`src/rtl/fhc_pkg.sv`:
```
// Package for the field heatmap colormap: widths, colormap stops and the
// record that travels from the front end to the back end. No dependencies.
`timescale 1ns / 1ps
`default_nettype none
package fhc_pkg;
    localparam int SAMPLE_BITS   = 16;
    localparam int FRACTION_BITS = 10;
    localparam int PEAK_BITS     = 16;
    localparam int TAG_BITS      = 8;
    localparam int MODE_BITS     = 2;
    localparam int FS_BITS       = 15;
    localparam int CFG_IDX_BITS  = 1;

    // Signed working width that holds a sample, full scale and their sum.
    localparam int CW = ((SAMPLE_BITS > PEAK_BITS) ? SAMPLE_BITS : PEAK_BITS) + 2;
    // Divider remainder width.
    localparam int RW = CW + FRACTION_BITS;
    // Divider step counter width; one step per quotient bit.
    localparam int STEPS = FRACTION_BITS + 1;
    localparam int CNT_W = $clog2(STEPS + 1);

    localparam logic [CFG_IDX_BITS-1:0] CFG_MODE = 1'd0;
    localparam logic [CFG_IDX_BITS-1:0] CFG_FS   = 1'd1;

    localparam logic [MODE_BITS-1:0] MODE_JET     = 2'd0;
    localparam logic [MODE_BITS-1:0] MODE_VIRIDIS = 2'd1;
    localparam logic [MODE_BITS-1:0] MODE_PLASMA  = 2'd2;

    localparam logic [TAG_BITS-1:0] TAG_GREY = 8'd1;
    localparam logic [TAG_BITS-1:0] TAG_BLUE = 8'd2;

    localparam logic [FS_BITS-1:0] FS_RESET = 15'd32767;

    typedef struct packed {
        logic [7:0] r;
        logic [7:0] g;
        logic [7:0] b;
    } t_rgb;

    localparam t_rgb VIRIDIS [0:4] = '{
        '{8'd68, 8'd1, 8'd84}, '{8'd59, 8'd82, 8'd139}, '{8'd33, 8'd144, 8'd141},
        '{8'd94, 8'd201, 8'd98}, '{8'd253, 8'd231, 8'd37}};
    localparam t_rgb PLASMA [0:4] = '{
        '{8'd13, 8'd8, 8'd135}, '{8'd84, 8'd3, 8'd163}, '{8'd139, 8'd10, 8'd165},
        '{8'd190, 8'd55, 8'd123}, '{8'd240, 8'd249, 8'd33}};
    localparam t_rgb RGB_GREY = '{8'd200, 8'd200, 8'd200};
    localparam t_rgb RGB_BLUE = '{8'd120, 8'd180, 8'd200};

    typedef struct packed {
        logic [CW-1:0]        offset;
        logic [TAG_BITS-1:0]  tag;
        logic [PEAK_BITS-1:0] peak;
    } t_job;
endpackage
`default_nettype wire

```
`src/rtl/fhc_in_if.sv`:
```
// Input channel of the heatmap colormap: handshake and sample beat.
// Depends on fhc_pkg.
`timescale 1ns / 1ps
`default_nettype none
interface fhc_in_if;
    logic                                valid;
    logic                                ready;
    logic signed [fhc_pkg::SAMPLE_BITS-1:0] field_value;
    logic [fhc_pkg::TAG_BITS-1:0]        cell_tag;
    logic                                frame_start;
    modport source (output valid, field_value, cell_tag, frame_start, input ready);
    modport sink (input valid, field_value, cell_tag, frame_start, output ready);
endinterface
`default_nettype wire

```
`src/rtl/fhc_out_if.sv`:
```
// Output channel of the heatmap colormap: handshake and pixel beat.
// Depends on fhc_pkg.
`timescale 1ns / 1ps
`default_nettype none
interface fhc_out_if;
    logic                          valid;
    logic                          ready;
    logic [7:0]                    red;
    logic [7:0]                    green;
    logic [7:0]                    blue;
    logic [fhc_pkg::PEAK_BITS-1:0] peak_magnitude;
    modport source (output valid, red, green, blue, peak_magnitude, input ready);
    modport sink (input valid, red, green, blue, peak_magnitude, output ready);
endinterface
`default_nettype wire

```
`src/rtl/fhc_front.sv`:
```
// Front end: accepts sample beats, tracks the frame peak and clamps the
// sample into an offset against full scale. Depends on fhc_pkg, fhc_in_if.
`timescale 1ns / 1ps
`default_nettype none
module fhc_front (
    input  wire logic                          i_clk,
    input  wire logic                          i_rst_n,
    fhc_in_if.sink                             i_pix,
    input  wire logic [fhc_pkg::FS_BITS-1:0]   i_full_scale,
    input  wire logic                          i_full,
    output logic                               o_push,
    output fhc_pkg::t_job                      o_job
);
    logic [fhc_pkg::PEAK_BITS-1:0] r_peak;
    logic [fhc_pkg::PEAK_BITS-1:0] n_peak;
    logic signed [fhc_pkg::CW-1:0] sv;
    logic signed [fhc_pkg::CW-1:0] fsv;
    logic signed [fhc_pkg::CW-1:0] vc;
    logic [fhc_pkg::CW-1:0]        mag;
    logic [fhc_pkg::PEAK_BITS-1:0] mag_sat;

    assign i_pix.ready = !i_full;
    assign o_push      = i_pix.valid && !i_full;

    always_comb begin
        sv  = fhc_pkg::CW'(i_pix.field_value);
        fsv = signed'(fhc_pkg::CW'(i_full_scale));
        mag = (sv < 0) ? fhc_pkg::CW'(-sv) : fhc_pkg::CW'(sv);
        if (mag > fhc_pkg::CW'({fhc_pkg::PEAK_BITS{1'b1}})) begin
            mag_sat = {fhc_pkg::PEAK_BITS{1'b1}};
        end else begin
            mag_sat = mag[fhc_pkg::PEAK_BITS-1:0];
        end
        if (sv > fsv) begin
            vc = fsv;
        end else if (sv < -fsv) begin
            vc = -fsv;
        end else begin
            vc = sv;
        end
        n_peak = (i_pix.frame_start || mag_sat > r_peak) ? mag_sat : r_peak;
        o_job.offset = fhc_pkg::CW'(vc + fsv);
        o_job.tag    = i_pix.cell_tag;
        o_job.peak   = n_peak;
    end

    always_ff @(posedge i_clk) begin
        if (!i_rst_n) begin
            r_peak <= '0;
        end else if (o_push) begin
            r_peak <= n_peak;
        end
    end
endmodule
`default_nettype wire

```
`src/rtl/fhc_queue.sv`:
```
// Two-entry queue of jobs between the front end and the back end.
// Depends on fhc_pkg.
`timescale 1ns / 1ps
`default_nettype none
module fhc_queue (
    input  wire logic   i_clk,
    input  wire logic   i_rst_n,
    input  wire logic   i_push,
    input  fhc_pkg::t_job i_job,
    input  wire logic   i_pop,
    output logic        o_full,
    output logic        o_empty,
    output fhc_pkg::t_job o_job
);
    fhc_pkg::t_job r_mem [0:1];
    logic          r_wr;
    logic          r_rd;
    logic [1:0]    r_cnt;

    assign o_full  = (r_cnt == 2'd2);
    assign o_empty = (r_cnt == 2'd0);
    assign o_job   = r_mem[r_rd];

    always_ff @(posedge i_clk) begin
        if (i_push) begin
            r_mem[r_wr] <= i_job;
        end
    end

    always_ff @(posedge i_clk) begin
        if (!i_rst_n) begin
            r_wr  <= 1'b0;
            r_rd  <= 1'b0;
            r_cnt <= 2'd0;
        end else begin
            if (i_push) begin
                r_wr <= !r_wr;
            end
            if (i_pop) begin
                r_rd <= !r_rd;
            end
            r_cnt <= r_cnt + 2'(i_push) - 2'(i_pop);
        end
    end

    a_no_overfill: assert property (@(posedge i_clk) disable iff (!i_rst_n)
        !(i_push && o_full)) else $error("push into a full queue");
    a_no_underrun: assert property (@(posedge i_clk) disable iff (!i_rst_n)
        !(i_pop && o_empty)) else $error("pop from an empty queue");
    a_count_range: assert property (@(posedge i_clk) disable iff (!i_rst_n)
        r_cnt != 2'd3) else $error("queue count out of range");
endmodule
`default_nettype wire

```
`src/rtl/fhc_back.sv`:
```
// Back end: restoring divider for the normalized fraction, colormap lookup
// and the output register. Depends on fhc_pkg and fhc_out_if.
`timescale 1ns / 1ps
`default_nettype none
module fhc_back (
    input  wire logic                           i_clk,
    input  wire logic                           i_rst_n,
    input  wire logic [fhc_pkg::MODE_BITS-1:0]  i_mode,
    input  wire logic [fhc_pkg::FS_BITS-1:0]    i_full_scale,
    input  wire logic                           i_empty,
    input  fhc_pkg::t_job                       i_job,
    output logic                                o_pop,
    fhc_out_if.source                           o_pix
);
    localparam int F = fhc_pkg::FRACTION_BITS;
    localparam int RW = fhc_pkg::RW;

    typedef enum logic [1:0] {
        S_IDLE = 2'b01,
        S_DIV  = 2'b10
    } t_state;

    t_state                        r_state;
    t_state                        n_state;
    logic [RW-1:0]                 r_rem;
    logic [RW-1:0]                 r_dvs;
    logic [F:0]                    r_quo;
    logic [fhc_pkg::CNT_W-1:0]     r_cnt;
    logic [fhc_pkg::TAG_BITS-1:0]  r_tag;
    logic [fhc_pkg::PEAK_BITS-1:0] r_peak;
    logic                          r_out_valid;
    fhc_pkg::t_rgb                 r_rgb;
    logic [fhc_pkg::PEAK_BITS-1:0] r_out_peak;

    logic          done;
    logic          write_out;
    logic [F:0]    t;
    logic signed [F+3:0] jr;
    logic signed [F+3:0] jg;
    logic signed [F+3:0] jb;
    logic signed [F+3:0] dev;
    logic [F:0]    cr;
    logic [F:0]    cg;
    logic [F:0]    cb;
    logic [F+2:0]  p;
    logic [1:0]    idx;
    logic [F-1:0]  f;
    logic [F:0]    fc;
    fhc_pkg::t_rgb lo;
    fhc_pkg::t_rgb hi;
    fhc_pkg::t_rgb rgb_jet;
    fhc_pkg::t_rgb rgb_stop;
    fhc_pkg::t_rgb n_rgb;

    function automatic logic [F:0] clamp_frac(input logic signed [F+3:0] x);
        logic [F:0] res;
        if (x < 0) begin
            res = '0;
        end else if (x > (F+4)'(1 << F)) begin
            res = (F+1)'(1 << F);
        end else begin
            res = x[F:0];
        end
        return res;
    endfunction

    function automatic logic [7:0] to_byte(input logic [F:0] x);
        logic [F+8:0] prod;
        prod = (F+9)'(x) * (F+9)'(255);
        return prod[F+7:F];
    endfunction

    function automatic logic [7:0] blend(input logic [7:0] a, input logic [7:0] b,
                                         input logic [F-1:0] fr);
        logic [F+9:0] acc;
        acc = (F+10)'((F+1)'(1 << F) - (F+1)'(fr)) * (F+10)'(a)
            + (F+10)'(fr) * (F+10)'(b);
        return acc[F+7:F];
    endfunction

    assign done      = (r_cnt == fhc_pkg::CNT_W'(fhc_pkg::STEPS));
    assign write_out = (r_state == S_DIV) && done && (!r_out_valid || o_pix.ready);
    assign o_pop     = (r_state == S_IDLE) && !i_empty;

    always_comb begin
        n_state = r_state;
        case (r_state)
            S_IDLE: begin
                if (!i_empty) begin
                    n_state = S_DIV;
                end
            end
            S_DIV: begin
                if (write_out) begin
                    n_state = S_IDLE;
                end
            end
            default: n_state = S_IDLE;
        endcase
    end

    always_comb begin
        t = (i_full_scale == '0) ? '0 : r_quo;

        jr  = (F+4)'(t) * (F+4)'(4) - (F+4)'(1 << F);
        dev = (F+4)'(t) - (F+4)'(1 << (F - 1));
        if (dev < 0) begin
            dev = -dev;
        end
        jg = dev * (F+4)'(4) - (F+4)'(1 << F);
        jb = (F+4)'(3 << F) - (F+4)'(t) * (F+4)'(4);
        cr = clamp_frac(jr);
        cg = clamp_frac(jg);
        cb = clamp_frac(jb);
        rgb_jet = '{to_byte(cr), to_byte(cg), to_byte(cb)};

        p   = (F+3)'(t) << 2;
        idx = p[F+1:F];
        f   = p[F-1:0];
        fc  = (F+1)'(f);
        if (i_mode == fhc_pkg::MODE_PLASMA) begin
            lo = fhc_pkg::PLASMA[3'(idx)];
            hi = fhc_pkg::PLASMA[3'(idx) + 3'd1];
        end else begin
            lo = fhc_pkg::VIRIDIS[3'(idx)];
            hi = fhc_pkg::VIRIDIS[3'(idx) + 3'd1];
        end
        if (t[F]) begin
            rgb_stop = (i_mode == fhc_pkg::MODE_PLASMA) ? fhc_pkg::PLASMA[4]
                                                        : fhc_pkg::VIRIDIS[4];
        end else begin
            rgb_stop = '{blend(lo.r, hi.r, fc[F-1:0]), blend(lo.g, hi.g, fc[F-1:0]),
                         blend(lo.b, hi.b, fc[F-1:0])};
        end

        case (i_mode)
            fhc_pkg::MODE_VIRIDIS, fhc_pkg::MODE_PLASMA: n_rgb = rgb_stop;
            default: n_rgb = rgb_jet;
        endcase
        if (r_tag == fhc_pkg::TAG_GREY) begin
            n_rgb = fhc_pkg::RGB_GREY;
        end else if (r_tag == fhc_pkg::TAG_BLUE) begin
            n_rgb = fhc_pkg::RGB_BLUE;
        end
    end

    always_ff @(posedge i_clk) begin
        if (o_pop) begin
            r_rem  <= RW'(i_job.offset) << (F - 1);
            r_dvs  <= RW'(i_full_scale) << F;
            r_quo  <= '0;
            r_tag  <= i_job.tag;
            r_peak <= i_job.peak;
        end else if (r_state == S_DIV && !done) begin
            if (r_rem >= r_dvs) begin
                r_rem <= r_rem - r_dvs;
                r_quo <= {r_quo[F-1:0], 1'b1};
            end else begin
                r_quo <= {r_quo[F-1:0], 1'b0};
            end
            r_dvs <= r_dvs >> 1;
        end
        if (write_out) begin
            r_rgb      <= n_rgb;
            r_out_peak <= r_peak;
        end
    end

    always_ff @(posedge i_clk) begin
        if (!i_rst_n) begin
            r_state     <= S_IDLE;
            r_cnt       <= '0;
            r_out_valid <= 1'b0;
        end else begin
            r_state <= n_state;
            if (o_pop) begin
                r_cnt <= '0;
            end else if (r_state == S_DIV && !done) begin
                r_cnt <= r_cnt + 1'b1;
            end
            if (write_out) begin
                r_out_valid <= 1'b1;
            end else if (o_pix.ready) begin
                r_out_valid <= 1'b0;
            end
        end
    end

    assign o_pix.valid          = r_out_valid;
    assign o_pix.red            = r_rgb.r;
    assign o_pix.green          = r_rgb.g;
    assign o_pix.blue           = r_rgb.b;
    assign o_pix.peak_magnitude = r_out_peak;

    a_count_bound: assert property (@(posedge i_clk) disable iff (!i_rst_n)
        r_cnt <= fhc_pkg::CNT_W'(fhc_pkg::STEPS)) else $error("divider overran");
    a_write_after_div: assert property (@(posedge i_clk) disable iff (!i_rst_n)
        write_out |-> r_state == S_DIV && done) else $error("early result write");
    a_hold_pixel: assert property (@(posedge i_clk) disable iff (!i_rst_n)
        r_out_valid && !o_pix.ready |=> r_out_valid && $stable(r_rgb)
        && $stable(r_out_peak)) else $error("stalled pixel beat changed");
endmodule
`default_nettype wire

```
`src/rtl/field_heatmap_colormap.sv`:
```
// The 11-step restoring divider that forms the normalized fraction handles one
// sample at a time: the back end takes the next job from the queue only once
// the pixel of the last one has been written to the output register.
// A two-entry queue lets the next samples enter while a pixel waits.
// Reset is synchronous: it empties the queue, clears the frame peak, selects
// the classic jet map and sets full_scale to 32767.
`timescale 1ns / 1ps
`default_nettype none
module field_heatmap_colormap (
    input  wire logic                                i_clk,
    input  wire logic                                i_rst_n,
    input  wire logic                                i_cfg_we,
    input  wire logic [fhc_pkg::CFG_IDX_BITS-1:0]    i_cfg_index,
    input  wire logic [fhc_pkg::FS_BITS-1:0]         i_cfg_data,
    fhc_in_if.sink                                   i_pix,
    fhc_out_if.source                                o_pix
);
    logic [fhc_pkg::MODE_BITS-1:0] r_mode;
    logic [fhc_pkg::FS_BITS-1:0]   r_fs;
    logic                          push;
    logic                          pop;
    logic                          full;
    logic                          empty;
    fhc_pkg::t_job                 job_in;
    fhc_pkg::t_job                 job_out;

    always_ff @(posedge i_clk) begin
        if (!i_rst_n) begin
            r_mode <= fhc_pkg::MODE_JET;
            r_fs   <= fhc_pkg::FS_RESET;
        end else if (i_cfg_we) begin
            case (i_cfg_index)
                fhc_pkg::CFG_MODE: r_mode <= i_cfg_data[fhc_pkg::MODE_BITS-1:0];
                fhc_pkg::CFG_FS:   r_fs   <= i_cfg_data;
                default: ;
            endcase
        end
    end

    fhc_front u_front (
        .i_clk        (i_clk),
        .i_rst_n      (i_rst_n),
        .i_pix        (i_pix),
        .i_full_scale (r_fs),
        .i_full       (full),
        .o_push       (push),
        .o_job        (job_in)
    );

    fhc_queue u_queue (
        .i_clk   (i_clk),
        .i_rst_n (i_rst_n),
        .i_push  (push),
        .i_job   (job_in),
        .i_pop   (pop),
        .o_full  (full),
        .o_empty (empty),
        .o_job   (job_out)
    );

    fhc_back u_back (
        .i_clk        (i_clk),
        .i_rst_n      (i_rst_n),
        .i_mode       (r_mode),
        .i_full_scale (r_fs),
        .i_empty      (empty),
        .i_job        (job_out),
        .o_pop        (pop),
        .o_pix        (o_pix)
    );
endmodule
`default_nettype wire
```
`src/flat_wrapper.sv`:
```
// flat-port wrapper written by rule: the top's interface ports become plain ports
module field_heatmap_colormap_flat 
  (i_clk, i_rst_n, i_cfg_we, i_cfg_index, i_cfg_data, i_pix_valid, i_pix_field_value, i_pix_cell_tag, i_pix_frame_start, i_pix_ready, o_pix_valid, o_pix_red, o_pix_green, o_pix_blue, o_pix_peak_magnitude, o_pix_ready);
  fhc_in_if i_pix_i ();
  fhc_out_if o_pix_i ();
  input  wire logic i_clk;
  input  wire logic i_rst_n;
  input  wire logic i_cfg_we;
  input  wire logic [fhc_pkg::CFG_IDX_BITS-1:0] i_cfg_index;
  input  wire logic [fhc_pkg::FS_BITS-1:0] i_cfg_data;
  input wire logic [$bits(i_pix_i.valid)-1:0] i_pix_valid;
  input wire logic [$bits(i_pix_i.field_value)-1:0] i_pix_field_value;
  input wire logic [$bits(i_pix_i.cell_tag)-1:0] i_pix_cell_tag;
  input wire logic [$bits(i_pix_i.frame_start)-1:0] i_pix_frame_start;
  output wire logic [$bits(i_pix_i.ready)-1:0] i_pix_ready;
  output wire logic [$bits(o_pix_i.valid)-1:0] o_pix_valid;
  output wire logic [$bits(o_pix_i.red)-1:0] o_pix_red;
  output wire logic [$bits(o_pix_i.green)-1:0] o_pix_green;
  output wire logic [$bits(o_pix_i.blue)-1:0] o_pix_blue;
  output wire logic [$bits(o_pix_i.peak_magnitude)-1:0] o_pix_peak_magnitude;
  input wire logic [$bits(o_pix_i.ready)-1:0] o_pix_ready;
  assign i_pix_i.valid = i_pix_valid;
  assign i_pix_i.field_value = i_pix_field_value;
  assign i_pix_i.cell_tag = i_pix_cell_tag;
  assign i_pix_i.frame_start = i_pix_frame_start;
  assign i_pix_ready = i_pix_i.ready;
  assign o_pix_valid = o_pix_i.valid;
  assign o_pix_red = o_pix_i.red;
  assign o_pix_green = o_pix_i.green;
  assign o_pix_blue = o_pix_i.blue;
  assign o_pix_peak_magnitude = o_pix_i.peak_magnitude;
  assign o_pix_i.ready = o_pix_ready;
  field_heatmap_colormap u_core (.i_clk(i_clk), .i_rst_n(i_rst_n), .i_cfg_we(i_cfg_we), .i_cfg_index(i_cfg_index), .i_cfg_data(i_cfg_data), .i_pix(i_pix_i), .o_pix(o_pix_i));
endmodule
```
`config.mk`:
```
export PLATFORM = sky130hd
export DESIGN_NAME = field_heatmap_colormap_flat
export DESIGN_NICKNAME = d
export VERILOG_FILES = /design/src/rtl/fhc_pkg.sv /design/src/rtl/fhc_in_if.sv /design/src/rtl/fhc_out_if.sv /design/src/rtl/fhc_front.sv /design/src/rtl/fhc_queue.sv /design/src/rtl/fhc_back.sv /design/src/rtl/field_heatmap_colormap.sv /design/src/flat_wrapper.sv
export SDC_FILE = /design/constraint.sdc
export NUM_CORES = 2
export LEC_CHECK = 0
export BUFFER_PORTS_ARGS = -buffer_cell sky130_fd_sc_hd__buf_4
export CAP_MARGIN = 20
export CORE_AREA = 2 2 233 212
export DETAILED_ROUTE_END_ITERATION = 16
export DIE_AREA = 0 0 235 214
export PLACE_DENSITY_LB_ADDON = 0.15
export REMOVE_ABC_BUFFERS = 1
export SYNTH_ARGS = -nofsm -noshare
export SYNTH_HDL_FRONTEND = slang
export SYNTH_SLANG_ARGS = --single-unit
```
`constraint.sdc`:
```
create_clock -name i_clk -period 23.7 [get_ports i_clk]
set_clock_uncertainty 0.05 [all_clocks]
set_input_delay 3.555 -clock i_clk [delete_from_list [all_inputs] [get_ports i_clk]]
set_output_delay 3.555 -clock i_clk [all_outputs]
set_load 0.03 [all_outputs]
```
; Word level (Yosys, flattened, before mapping)
; Memory sizes are Yosys's and may differ from the RTL's. A register that Yosys moved wholly into a read port is not among the register bits.
; Cells that the tools add are included.
; W data, S select, Z words.
[totals]
reg_bits = 172
mem_bits_rw = 84
rom_bits = 768
inputBits = 46
output_inout_bits = 42
elab_cells = 150
memories = 5
[classes]
addsub = 17
n_mul = 9
n_lt_le_gt_ge = 15
n_eq_ne = 10
n_mux = 42
n_bitwise = 4
reduce_logical = 26
[mem_list]
columns = name, words, word_bits, read_ports, rd_ports_with_merged_regs, wr, line
row1 = (name not given), 8, 24, 1, 0, 0, fhc_back.sv:126  ; hi = fhc_pkg::VIRIDIS[3'(idx) + 3'd1];
row2 = (name not given), 8, 24, 1, 0, 0, fhc_back.sv:125  ; lo = fhc_pkg::VIRIDIS[3'(idx)];
row3 = (name not given), 8, 24, 1, 0, 0, fhc_back.sv:123  ; hi = fhc_pkg::PLASMA[3'(idx) + 3'd1];
row4 = (name not given), 8, 24, 1, 0, 0, fhc_back.sv:122  ; lo = fhc_pkg::PLASMA[3'(idx)];
row5 = u_core.u_queue.r_mem, 2, 42, 1, 1, 1, fhc_queue.sv:15  ; fhc_pkg::t_job r_mem [0:1];
[op_table]
columns = cell, count
row1 = $mux W24, 13
row2 = $mux W27, 3
row3 = $mux W11, 7
row4 = $add A18 B18 Y18, 3
row5 = $mul A11 B8 Y18 const B, 3
row6 = $mux W18, 3
row7 = $mux W25, 2
row8 = $mul A8 B8 Y16, 3
row9 = $gt A14 B12 Y1 const B, 3
row10 = $lt A14 B1 Y1 const B, 3
row11 = $mul A20 B8 Y18, 2
row12 = $gt A16 B16 Y1, 2
row13 = $mux W16, 2
row14 = $ge A28 B25 Y1, 1
row15 = $sub A28 B25 Y28, 1
row16 = $mux W20, 1
row17 = $add A18 B16 Y18, 1
row18 = $gt A18 B16 Y1 const B, 1
row19 = $lt A16 B18 Y1, 1
row20 = $mul A12 B9 Y18, 1
row21 = $neg A15 Y18, 1
row22 = $neg A16 Y18, 1
row23 = $lt A16 B1 Y1 const B, 1
row24 = $logic_not A15 Y1, 1
row25 = 32 further kinds, 63

; Longest topological paths before layout
[depth]
ltp_word = 13
mapped_depth = 43
ltp_nobuf = 39

; Modules after synthesis
; From an unflattened synthesis, not the netlist that was laid out.
[hier_totals]
hier_cells = 3677
area_unflattened_um2 = 33479.6
[modules_own_cells]
columns = module, instances, cells_each, area_each_um2, seq_area_each_um2
row1 = fhc_back, 1, 2935, 25517.0, 3673.5
row2 = fhc_front, 1, 512, 3751.1, 320.3
row3 = fhc_queue, 1, 152, 3462.1, 2622.5
row4 = field_heatmap_colormap, 1, 78, 749.5, 340.3

; Worst setup path before layout
; No wires, ideal clock.
[synth_timing]
path_type = register -> register
startpoint = register u_core.r_fs[1] (netlist bit)
endpoint = register u_core.u_back.r_rgb (netlist bit u_core.u_back.o_pix.green[7]), data pin
setup_time_ns = 0.261
arrival_ns = 10.513
required_ns = 23.389
path_slack_ns = 12.876
stages_incl_launch_ff = 39
n_path_buf = 5
period_less_slack_ns = 10.824
cell_sequence = dfxtp_1 -> inv_1 -> ha_1 -> or4b_4 -> or4_1 -> buf_2 -> buf_2 -> nand2_2 -> clkbuf_1 -> buf_1 -> ha_1 -> clkbuf_1 -> inv_1 -> o21ai_0 -> nand2_1 -> fa_1 -> fa_1 -> inv_1 -> (+3 left out) -> inv_1 -> ha_1 -> o21a_1 -> nor2_1 -> xor2_1 -> fa_1 -> fa_1 -> fa_1 -> fa_1 -> inv_1 -> ha_1 -> or2_2 -> a21oi_1 -> nor3_1 -> a2111oi_4 -> a21oi_1 -> xnor2_1 -> o32a_1
[synth_via]
elab_chain_len = 12
word_cells_on_any_way = 35
cone_classes = add/sub: 6 / mul: 3 / order compare: 3 / mux: 16 / bitwise: 2 / reduce/logical: 1 / memory: 4
[synth_lines]
columns = item, line
row1 = start: declaration, field_heatmap_colormap.sv:19  ; logic [fhc_pkg::FS_BITS-1:0] r_fs;
row2 = start signal: assignment, field_heatmap_colormap.sv:30  ; r_fs <= fhc_pkg::FS_RESET;
row3 = start signal: assignment, field_heatmap_colormap.sv:34  ; fhc_pkg::CFG_FS: r_fs <= i_cfg_data;
row4 = $logic_not A15 Y1 *, fhc_back.sv:103  ; t = (i_full_scale == '0) ? '0 : r_quo;
row5 = $mux W11 *, fhc_back.sv:103
row6 = branches (longest 9 deep; another with $mul A11 B8 Y18), n/a
row7 = $mux W24 *, fhc_back.sv:136  ; case (i_mode)
row8 = end signal: assignment, fhc_back.sv:164  ; r_rgb <= n_rgb;
row9 = end: declaration, fhc_back.sv:32  ; fhc_pkg::t_rgb r_rgb;
; Every way passes the cells marked *. The select of a mux whose other input is x is not followed.
; A chain may end at the register's enable or synchronous reset.

; Worst setup path after layout
; Ends and elaborated chain as after synthesis.

==> run metrics <==
Worst R2R Setup Slack 11.46 ns; Max Cap Violations 0; family with the most delay on the worst path adder cells; total die area 50300 sq um; RR Startpoint u_core.r_fs[1]$_SDFFE_PN1P_; gr usage total 0.369; total negative setup slack 0 ns; Bufs on Longest Clock Path 3; Worst EP required 23.99 ns; crit start category flip-flop; busiest layer in global routing met2; drt first-iter violations 2326; Via Count 26500; Max IR drop VDD 105 uV; worst min-delay path class reg -> reg; # hold bufs at CTS 0; fillcell total 3496; post-synthesis cell type count 95; DP Worst Slack 11.66 ns; status complete, no violations; Most common cell on crit path fa_1; top cells by area, synth fa_1, edfxtp_1, ha_1, inv_1, dfxtp_1; most common flop cell mapped by yosys edfxtp_1; design area 35300 sq um; pwr dens 83.9 nW/um^2; Slowest cell on crit path nand2_2; Routed Wire Length 91.6 mm; Detailed Place HPWL 71.3 mm; Root Buffer clkbuf_16; TritonCTS Buffers 29; routing usage on met2 0.606; Peak Freq 0.0817 GHz; Post-Syn Area per Cell 9.12 sq um; die height 214 microns; Worst Reg-to-Reg Cells 35; Post-synth EDFFs 181; Worst setup EP type flip-flop; CP Data Arrival Time 12.52 ns; CP Class reg -> reg; worst skew pair latency 0.60 ns; multi-input logic area 23200 sq um; post-route insts no fill 4299; most frequent cells in the layout inv_1, ha_1, fa_1; largest area contributor in the netlist fa_1; Setup Buffers After CTS 0; Rel. slew slack 0.228; grt ovf 0; Worst R2R End u_core.u_back.o_pix.green[7]$_SDFFCE_PP1P_; sequential-to-total area share from yosys stat 0.210; met1 usage in global routing 0.473; Initial Util 0.694; DRC viols 0; commonest non-fill, non-tap cell in the layout inv_1; Crit. path cell count 35; #FFs+latches synth 257; CP endpoint u_core.u_back.o_pix.green[7]$_SDFFCE_PP1P_; Area growth syn-to-layout 6.75%; Cells after DPL 4243; FP Rows 76; post-layout minimum cycle time 12.24 ns; Setup WS post-layout 11.46 ns; Leakage 16.9 nW; cts repair resizes 0; share of cells above drive strength 1 0.0702; Placed Instance Area 34300 sq um; Port Buffers 87; Cell Area, Synth 33100 sq um; DR vias/cell 6.15; CTS tree done; met3 global-route usage 0.0531; top cell type's share of synthesized area 0.226; smallest hold slack 0.371 ns; final hold vios 0; WP buf/inv 6; vias in the first global route 27500; Final ANT Viol Nets 0; Worst-path clk slew 0.06 ns; Tcrit/Tclk final 0.516; Die X-Extent 235 microns; Sink Count 257; # IOs 88; max incr delay on CP 0.68 ns; Sequential cell area 6960 sq um; initial antenna violation count 0; Max Slew Vio Count 0; Core ar. 47600 sq um; RSZ-0062 raised after global routing false; Worst Tran Pin Value 1.15 ns; Setup-failing EPs final 0; global placer's final weighted congestion 1.04; CP Max Fanout 43; average wire per standard cell 21.3 microns; first-pass GRT wire length 147 mm; pin count of the biggest net entering global routing 49; Pre-Repair DR Iteration Count 7; Worst Setup SP u_core.r_fs[1]$_SDFFE_PN1P_; htree depth 1; Synth Instances 3626; Post-synth ARST share 0; YS warnings 0; fin nets 4480
-- per-stage QoR --
step / utilization / total power [mW]
CTS: 0.741 / 2.95
finish: 0.741 / 2.96
floorplan: - / 2.01
global placement: 0.720 / 2.40
detailed placement: 0.720 / 2.47
global route: 0.741 / 3.20
-- metal layers --
layer | vias up | share of wire
met5 | - | 0
met4 | 0 | 0.062
met3 | 289 | 0.081
met2 | 1307 | 0.47
met1 | 12800 | 0.39
li1 | 12000 | -
-- layout make-up --
class                   count  share of cell area
multi-input cells        2583               0.656
flip-flops and latches    257               0.197
repair buffers            123              0.0267
diodes                      1           0.0000709
inverters                 657              0.0700
well taps                 624              0.0221
clock inverters            24             0.00712
clock buffers              30              0.0207
-- worst min-delay path by stage --
stage,from,end,depth (start not counted)
after floorplan,u_core.u_back.r_peak[0]$_DFFE_PP_,u_core.u_back.o_pix.peak_magnitude[0]$_DFFE_PP_,0
after global placement,u_core.u_back.r_peak[11]$_DFFE_PP_,u_core.u_back.o_pix.peak_magnitude[11]$_DFFE_PP_,0
after detailed placement,u_core.u_back.r_peak[15]$_DFFE_PP_,u_core.u_back.o_pix.peak_magnitude[15]$_DFFE_PP_,0
after CTS,u_core.u_back.r_peak[15]$_DFFE_PP_,u_core.u_back.o_pix.peak_magnitude[15]$_DFFE_PP_,0
after global routing,u_core.u_back.r_peak[15]$_DFFE_PP_,u_core.u_back.o_pix.peak_magnitude[15]$_DFFE_PP_,0
final,u_core.u_back.r_peak[15]$_DFFE_PP_,u_core.u_back.o_pix.peak_magnitude[15]$_DFFE_PP_,0
-- power by group --
group	leakage, nW	internal (mW)	switching, mW
clock	0.470	0.261	0.203
sequential	2.32	0.633	0.0322
combinational	14.1	0.724	1.11
-- flip-flops by register name (all words and copies together) (netlist names), 4 cells and up, named ones only --
signal                              flops
u_core.u_back.r_peak                   16
u_core.u_front.r_peak                  16
u_core.u_back.o_pix.green               8
u_core.u_back.o_pix.blue                8
u_core.u_back.r_cnt                     4
u_core.u_queue.r_mem                   84
u_core.u_back.r_tag                     8
u_core.u_back.o_pix.peak_magnitude     16
u_core.u_back.r_quo                    11
u_core.u_back.o_pix.red                 8
u_core.u_back.r_dvs                    25
u_core.u_back.r_rem                    28
u_core.r_fs                            15
-- cell usage after synthesis, types with 33 or more instances --
library cell	instances
xnor2_1	118
nor2_1	337
fa_1	374
o21ai_0	92
nor3_1	53
o211ai_1	33
ha_1	409
dfxtp_1	76
o21a_1	33
mux2i_1	36
clkbuf_1	107
a21oi_1	147
nand3_1	52
o22ai_1	37
nand2_1	343
inv_1	650
mux2_2	42
xor2_1	59
edfxtp_1	181
nand2b_1	41
a21o_1	41
-- logic make-up after synthesis --
logic type / Yosys count / synth area share
compound gates: 556 / 0.112
xor+xnor: 178 / 0.0474
fa+ha+maj: 783 / 0.381
buf+inv: 786 / 0.0901
flops: 257 / 0.210
mux: 78 / 0.0252
simple gates: 988 / 0.134
Power figures use the tool's default switching activity.
